File: config.mk
export PLATFORM = sky130hd
export DESIGN_NAME = status_blink_classifier_unit
export DESIGN_NICKNAME = d
export VERILOG_FILES = /design/src/hw/rtl/sbc_pkg.sv /design/src/hw/rtl/sbc_cfg_regs.sv /design/src/hw/rtl/sbc_classify.sv /design/src/hw/rtl/status_blink_classifier_unit.sv
export SDC_FILE = /design/constraint.sdc
export NUM_CORES = 1
export LEC_CHECK = 0
export BUFFER_PORTS_ARGS = -buffer_cell sky130_fd_sc_hd__buf_2
export CAP_MARGIN = 20
export CORE_MARGIN = 5
export CORE_UTILIZATION = 35
export CTS_BUF_LIST = sky130_fd_sc_hd__clkbuf_4 sky130_fd_sc_hd__clkbuf_8
export CTS_CLUSTER_DIAMETER = 80
export DETAILED_ROUTE_END_ITERATION = 10
export GPL_TIMING_DRIVEN = 0
export PLACE_DENSITY_LB_ADDON = 0.12
export SKIP_CTS_REPAIR_TIMING = 1
export SLEW_MARGIN = 20
export SYNTH_ARGS = -nofsm -noshare
export SYNTH_HDL_FRONTEND = slang
export SYNTH_SLANG_ARGS = --single-unit
File: constraint.sdc
create_clock -name clk -period 6.47 [get_ports clk]
set_input_delay 1.941 -clock clk [delete_from_list [all_inputs] [get_ports clk]]
set_output_delay 1.941 -clock clk [all_outputs]
set_load 0.01 [all_outputs]
File: src/hw/rtl/sbc_pkg.sv
// ----------------------------------------------------------------------------
// sbc_pkg
// shared types and constants of the status blink classifier
// ----------------------------------------------------------------------------
package sbc_pkg;

	localparam int CFG_BITS       = 16;
	localparam int COUNT_BITS_DEF = 16;

	localparam logic [CFG_BITS-1:0] BATTERY_TIMEOUT_RST = 16'd3000;
	localparam logic [CFG_BITS-1:0] CHARGING_PERIOD_RST = 16'd2000;
	localparam logic [CFG_BITS-1:0] ERROR_PERIOD_RST    = 16'd400;
	localparam logic [CFG_BITS-1:0] CHARGER_TIMEOUT_RST = 16'd500;

	typedef enum logic [1:0] {
		CFG_BATTERY_TIMEOUT = 2'd0,
		CFG_CHARGING_PERIOD = 2'd1,
		CFG_ERROR_PERIOD    = 2'd2,
		CFG_CHARGER_TIMEOUT = 2'd3
	} cfg_index_t;

	typedef struct packed {
		logic [CFG_BITS-1:0] battery_timeout;
		logic [CFG_BITS-1:0] charging_period;
		logic [CFG_BITS-1:0] error_period;
		logic [CFG_BITS-1:0] charger_timeout;
	} cfg_t;

	typedef struct packed {
		logic battery_charged;
		logic battery_charging;
		logic battery_error;
		logic supply_connected;
		logic charger_fault;
	} result_t;

endpackage

File: src/hw/rtl/sbc_cfg_regs.sv
// ----------------------------------------------------------------------------
// sbc_cfg_regs
// configuration registers: timeouts and nominal blink periods
// ----------------------------------------------------------------------------
module sbc_cfg_regs (
	input  logic                           clk,
	input  logic                           arst_n,
	input  logic                           cfg_we,
	input  logic [1:0]                     cfg_index,
	input  logic [sbc_pkg::CFG_BITS-1:0]   cfg_data,
	output sbc_pkg::cfg_t                  cfg
);
	import sbc_pkg::*;

	cfg_t cfg_q;

	always_ff @(posedge clk or negedge arst_n) begin
		if (!arst_n) begin
			cfg_q.battery_timeout <= BATTERY_TIMEOUT_RST;
			cfg_q.charging_period <= CHARGING_PERIOD_RST;
			cfg_q.error_period    <= ERROR_PERIOD_RST;
			cfg_q.charger_timeout <= CHARGER_TIMEOUT_RST;
		end else if (cfg_we) begin
			unique case (cfg_index_t'(cfg_index))
				CFG_BATTERY_TIMEOUT: cfg_q.battery_timeout <= cfg_data;
				CFG_CHARGING_PERIOD: cfg_q.charging_period <= cfg_data;
				CFG_ERROR_PERIOD:    cfg_q.error_period    <= cfg_data;
				CFG_CHARGER_TIMEOUT: cfg_q.charger_timeout <= cfg_data;
				default: ;
			endcase
		end
	end

	assign cfg = cfg_q;

endmodule

File: src/hw/rtl/sbc_classify.sv
// ----------------------------------------------------------------------------
// sbc_classify
// edge detect, saturating tick counters and line classification
// ----------------------------------------------------------------------------
module sbc_classify #(
	parameter int COUNT_BITS = sbc_pkg::COUNT_BITS_DEF
) (
	input  logic             clk,
	input  logic             arst_n,
	input  logic             step,
	input  logic             battery_level,
	input  logic             charger_level,
	input  sbc_pkg::cfg_t    cfg,
	output sbc_pkg::result_t res
);
	import sbc_pkg::*;

	localparam int CMP_BITS = (COUNT_BITS > CFG_BITS) ? COUNT_BITS : CFG_BITS;
	localparam logic [COUNT_BITS-1:0] COUNT_MAX = {COUNT_BITS{1'b1}};

	logic                  b_prev_q, c_prev_q;
	logic [COUNT_BITS-1:0] b_since_q, b_period_q, c_since_q;

	logic                  b_edge, c_edge;
	logic [COUNT_BITS-1:0] b_inc, c_inc;
	logic [COUNT_BITS-1:0] b_since_n, b_period_n, c_since_n;
	logic                  b_blink, c_blink;
	logic [CMP_BITS-1:0]   period_x, charging_x, error_x, dc, de;

	assign b_edge = battery_level && !b_prev_q;
	assign c_edge = charger_level && !c_prev_q;

	assign b_inc = (b_since_q == COUNT_MAX) ? b_since_q : b_since_q + 1'b1;
	assign c_inc = (c_since_q == COUNT_MAX) ? c_since_q : c_since_q + 1'b1;

	assign b_since_n  = b_edge ? '0 : b_inc;
	assign b_period_n = b_edge ? b_inc : b_period_q;
	assign c_since_n  = c_edge ? '0 : c_inc;

	assign b_blink = CMP_BITS'(b_since_n) < CMP_BITS'(cfg.battery_timeout);
	assign c_blink = CMP_BITS'(c_since_n) < CMP_BITS'(cfg.charger_timeout);

	assign period_x   = CMP_BITS'(b_period_n);
	assign charging_x = CMP_BITS'(cfg.charging_period);
	assign error_x    = CMP_BITS'(cfg.error_period);
	assign dc = (charging_x >= period_x) ? charging_x - period_x : period_x - charging_x;
	assign de = (error_x >= period_x) ? error_x - period_x : period_x - error_x;

	always_comb begin
		res.battery_charged  = !b_blink && battery_level;
		res.battery_charging = b_blink && (dc < de);
		res.battery_error    = b_blink && (de < dc);
		res.supply_connected = !c_blink && charger_level;
		res.charger_fault    = c_blink;
	end

	always_ff @(posedge clk or negedge arst_n) begin
		if (!arst_n) begin
			b_prev_q   <= 1'b0;
			c_prev_q   <= 1'b0;
			b_since_q  <= '0;
			b_period_q <= '0;
			c_since_q  <= '0;
		end else if (step) begin
			b_prev_q   <= battery_level;
			c_prev_q   <= charger_level;
			b_since_q  <= b_since_n;
			b_period_q <= b_period_n;
			c_since_q  <= c_since_n;
		end
	end

endmodule

File: src/hw/rtl/status_blink_classifier_unit.sv
// ----------------------------------------------------------------------------
// status_blink_classifier_unit
// classifies battery and charger status lines from one tick per request
// ----------------------------------------------------------------------------
// channel   signals                          width  direction
// in        in_valid/in_ready, *_level       1+1    request in
// out       out_valid/out_ready, 5 flags     5      result out
// cfg       cfg_we, cfg_index, cfg_data      2/16   write only
//
// one request per cycle sustained while the output is not stalled; a request
// passes the input register, then the classify logic into the result register
// reset clears the counters, previous levels and both stage valids; the
// configuration registers return to their nominal values
// a stalled output holds the result; one more request waits in the input stage
// ----------------------------------------------------------------------------
module status_blink_classifier_unit #(
	parameter int COUNT_BITS = sbc_pkg::COUNT_BITS_DEF
) (
	input  logic                         clk,
	input  logic                         arst_n,
	input  logic                         in_valid,
	output logic                         in_ready,
	input  logic                         battery_level,
	input  logic                         charger_level,
	output logic                         out_valid,
	input  logic                         out_ready,
	output logic                         battery_charged,
	output logic                         battery_charging,
	output logic                         battery_error,
	output logic                         supply_connected,
	output logic                         charger_fault,
	input  logic                         cfg_we,
	input  logic [1:0]                   cfg_index,
	input  logic [sbc_pkg::CFG_BITS-1:0] cfg_data
);
	import sbc_pkg::*;

	cfg_t    cfg;
	result_t res;
	result_t res_s2;

	logic valid_s1, bl_s1, cl_s1;
	logic valid_s2;
	logic s2_load, step;

	sbc_cfg_regs u_cfg (
		.clk       (clk),
		.arst_n    (arst_n),
		.cfg_we    (cfg_we),
		.cfg_index (cfg_index),
		.cfg_data  (cfg_data),
		.cfg       (cfg)
	);

	sbc_classify #(.COUNT_BITS(COUNT_BITS)) u_classify (
		.clk           (clk),
		.arst_n        (arst_n),
		.step          (step),
		.battery_level (bl_s1),
		.charger_level (cl_s1),
		.cfg           (cfg),
		.res           (res)
	);

	assign s2_load  = !valid_s2 || out_ready;
	assign step     = valid_s1 && s2_load;
	assign in_ready = !valid_s1 || s2_load;

	always_ff @(posedge clk or negedge arst_n) begin
		if (!arst_n) begin
			valid_s1 <= 1'b0;
			valid_s2 <= 1'b0;
		end else begin
			if (in_ready) valid_s1 <= in_valid;
			if (s2_load)  valid_s2 <= valid_s1;
		end
	end

	always_ff @(posedge clk) begin
		if (in_valid && in_ready) begin
			bl_s1 <= battery_level;
			cl_s1 <= charger_level;
		end
		if (step) res_s2 <= res;
	end

	assign out_valid        = valid_s2;
	assign battery_charged  = res_s2.battery_charged;
	assign battery_charging = res_s2.battery_charging;
	assign battery_error    = res_s2.battery_error;
	assign supply_connected = res_s2.supply_connected;
	assign charger_fault    = res_s2.charger_fault;

`ifndef SYNTHESIS
	a_ready_when_out_free: assert property (@(posedge clk) disable iff (!arst_n)
		!valid_s2 |-> in_ready) else $error("input stalled with free output stage");

	a_step_fills_out: assert property (@(posedge clk) disable iff (!arst_n)
		step |=> valid_s2) else $error("advanced request lost");

	a_battery_exclusive: assert property (@(posedge clk) disable iff (!arst_n)
		valid_s2 |-> !(res_s2.battery_charging && res_s2.battery_error)
		&& !(res_s2.battery_charged && (res_s2.battery_charging || res_s2.battery_error)))
		else $error("battery classes overlap");

	a_charger_exclusive: assert property (@(posedge clk) disable iff (!arst_n)
		valid_s2 |-> !(res_s2.charger_fault && res_s2.supply_connected))
		else $error("charger classes overlap");
`endif

endmodule
==> flow_summary.toml <==
[status]
status = "completed"

[route]
vias = 7927
wl_um = 27700
wl_per_cell_um = 17.9
vias_per_cell = 5.13
drt-pass1-iter-count = 5
first_iter_violations = 427
drc = 0
ant_nets = 0

[place]
io_buffers = 31
dp_cells = 1513
routabilityCongestion = 0.905
place_area_um2 = 10400
hpwl_um = 21900
dp_slack_ns = -0.226

[clocking]
cts-htree-levels = 4
clock-root-buffer = "clkbuf_8"
numClockSinks = 123
clockBufferDepth = 2
clk_pin_slew_ns = 0.08
numCtsBuffers = 17
cts_tree = "done"
clk_latency_ns = 0.44

[layout]
layout.nets = 1293
stdcell_count = 1546
drive_gt1_share_pct = 17.0
design_area_um2 = 10900
n_antenna_cell = 0
post-route-util_pct = 39.3
area_growth_pct = 11.7
fill_cells = 2865

[timing]
clock_skew_ns = 0.0182
maxSlewHeadroom_pct = 48.5
hold_viol_final = 0
fmax_ghz = 0.169
rsz0062_at_grt = "no"
tightest_slew_ns = 0.768
fin_crit_sh_pct = 91.6
fin_ws_ns = 0.546
post-route-min-period_ns = 5.92
setup_viol = 0
slew_viol_final = 0

[yosys]
synthArstFlopShare_pct = 94.3
synth.most_common_cell = "nand2_1"
ys_warn_count = 0
yosysSeqAreaShare_pct = 32.3
yosysTopAreaCell = "dfrtp_1"
ys_ff_latch = 123
synthDistinctLibCells = 85
synth.top_cell.area_share_pct = 24.2
synth_nets = 1241
synth.area.top_cells = "dfrtp_1 24%, ha_1 14%, dfstp_2 5.9%"
synth-main-ff-cell = "dfrtp_1"
avgSynthCellArea_um2 = 8.82
synth_area_um2 = 9730
syn_inst = 1103
synth_edf_count = 7
ys_top_cells_by_count = "122 x nand2_1, 109 x ha_1, 94 x dfrtp_1"

[setup_path]
crit_buf_inv = 2
start_kind = "flop"
worst-endpoint-required_ns = 6.74
crit_type = "flop to flop"
critical_path.max_fanout = 10
cp-end-kind = "flop"
cp_data_arrival_time_ns = 6.19
crit_family = "simple AND/OR/NAND/NOR gates"
critPathMaxStageDelay_ns = 0.61
cp_slowest_cell = "or4_1"

[power_and_ir_drop]
ir_drop_uv = 130
switching_power_mw = 1.52
p_total_mw = 3.59
leakage_nw = 4.97
netSwitchingFraction_pct = 42.2
clock_power_share_pct = 20.1
power.density_nw_per_um2 = 330
power.internal_mw = 2.07
pwr-share-seq_pct = 28.1
combPwrFrac_pct = 51.8

[flow_run]
drv_cap = 0

[die]
ios = 32
die_w_um = 177
chipHeight_um = 177
rows = 61
core_um2 = 27600
dieArea_um2 = 31200
start_util_pct = 35.2

[worst_hold_path]
hold_path.class = "flop to flop"

[grt]
grt_pass1_vias = 8086
grtUsageTotal_pct = 18.1
grt_max_degree = 63
grt_first_pass_wirelength_um = 44400
grt-ovfl-total = 0
grt_antenna_before_repair = 0
kinds of logic after synthesis:
logic type / share of synthesized area (%)
simple gates: 16.1
compound gates: 17.9
buf+inv: 5.93
flops: 32.3
fa+ha+maj: 14.8
mux: 8.15
xor+xnor: 4.86
cell type report:
class	instances	area [um^2]	area share, %
clock inverter	14	168	1.54
sequential	123	3140	28.9
multi-input combinational	843	6070	55.8
tap	378	473	4.35
clock buffer	18	241	2.22
inverter	90	338	3.11
timing repair buffer	33	196	1.81
buffer	47	241	2.22
stage by stage:
stage	hold slack, ns	TNS [ns]
after floorplan	0.449	0
after global placement	0.463	-0.255
after detailed placement	0.471	-0.399
after CTS	0.489	-0.402
after global routing	0.503	0
final	0.485	0
worst min-delay path, cell delays in order (launching register included):
cell	delay (ns)
dfrtp_1	0.35
nand2_1	0.05
o21ai_0	0.06
registers in the layout, indices dropped and copies added, names as in the netlist, 16 cells and up:
name,count
u_classify.b_period_q,16
u_classify.c_since_q,16
u_classify.b_since_q,16
u_cfg.cfg,64
final timing paths:
path	start	to	slack, ns	depth (start not counted)
hold reg to reg	u_classify.b_period_q[14]	u_classify.b_period_q[14]	0.49	2
setup / recovery	u_classify.b_since_q[0]	battery_error	0.55	26
max in group asynchronous	arst_n	u_cfg.cfg[20]	4.23	2
min in group asynchronous	arst_n	u_cfg.cfg[12]	1.49	1
setup reg to reg	u_classify.b_since_q[0]	battery_error	0.55	26
hold / removal	u_classify.b_period_q[14]	u_classify.b_period_q[14]	0.49	2
power by group through the flow:
stage | Clock [mW] | Sequential (mW) | Combinational, mW
floorplan | 0 | 0.991 | 1.34
global placement | 0 | 1.02 | 1.81
detailed placement | 0 | 1.02 | 1.82
CTS | 0.745 | 1.00 | 1.83
global route | 0.773 | 1.02 | 2.10
finish | 0.722 | 1.01 | 1.86
per-layer routing:
layer	track usage [%]	wire length [um]	vias to the layer above	share of wire, %
met3	2.50	826	31	3.0
met4	5.35	613	0	2.2
met1	24.7	13200	3804	48
li1	-	-	3964	-
met5	0	0	-	0
met2	30.1	13000	128	47
cell usage in the layout (no fill, tap or decap), types with 4 or more instances in the layout:
cell	n
a211oi_1	14
a211oi_2	4
a21o_1	20
a21oi_1	76
a31oi_1	7
and2_1	7
and3_1	9
buf_2	42
buf_4	4
buf_6	4
clkbuf_1	22
clkbuf_2	4
clkbuf_8	17
dfrtp_1	94
dfstp_2	22
edfxtp_1	7
fa_1	4
ha_1	109
inv_1	89
mux2_2	50
mux2i_1	22
nand2_1	122
nand2b_1	11
nand3_1	27
nand3b_1	4
nand4_1	15
nor2_1	80
nor2b_1	16
nor3_1	8
o21a_1	7
o21ai_0	92
o31ai_1	15
xnor2_1	31
xor2_1	22
Note: power is estimated with default switching activity, not from simulation.
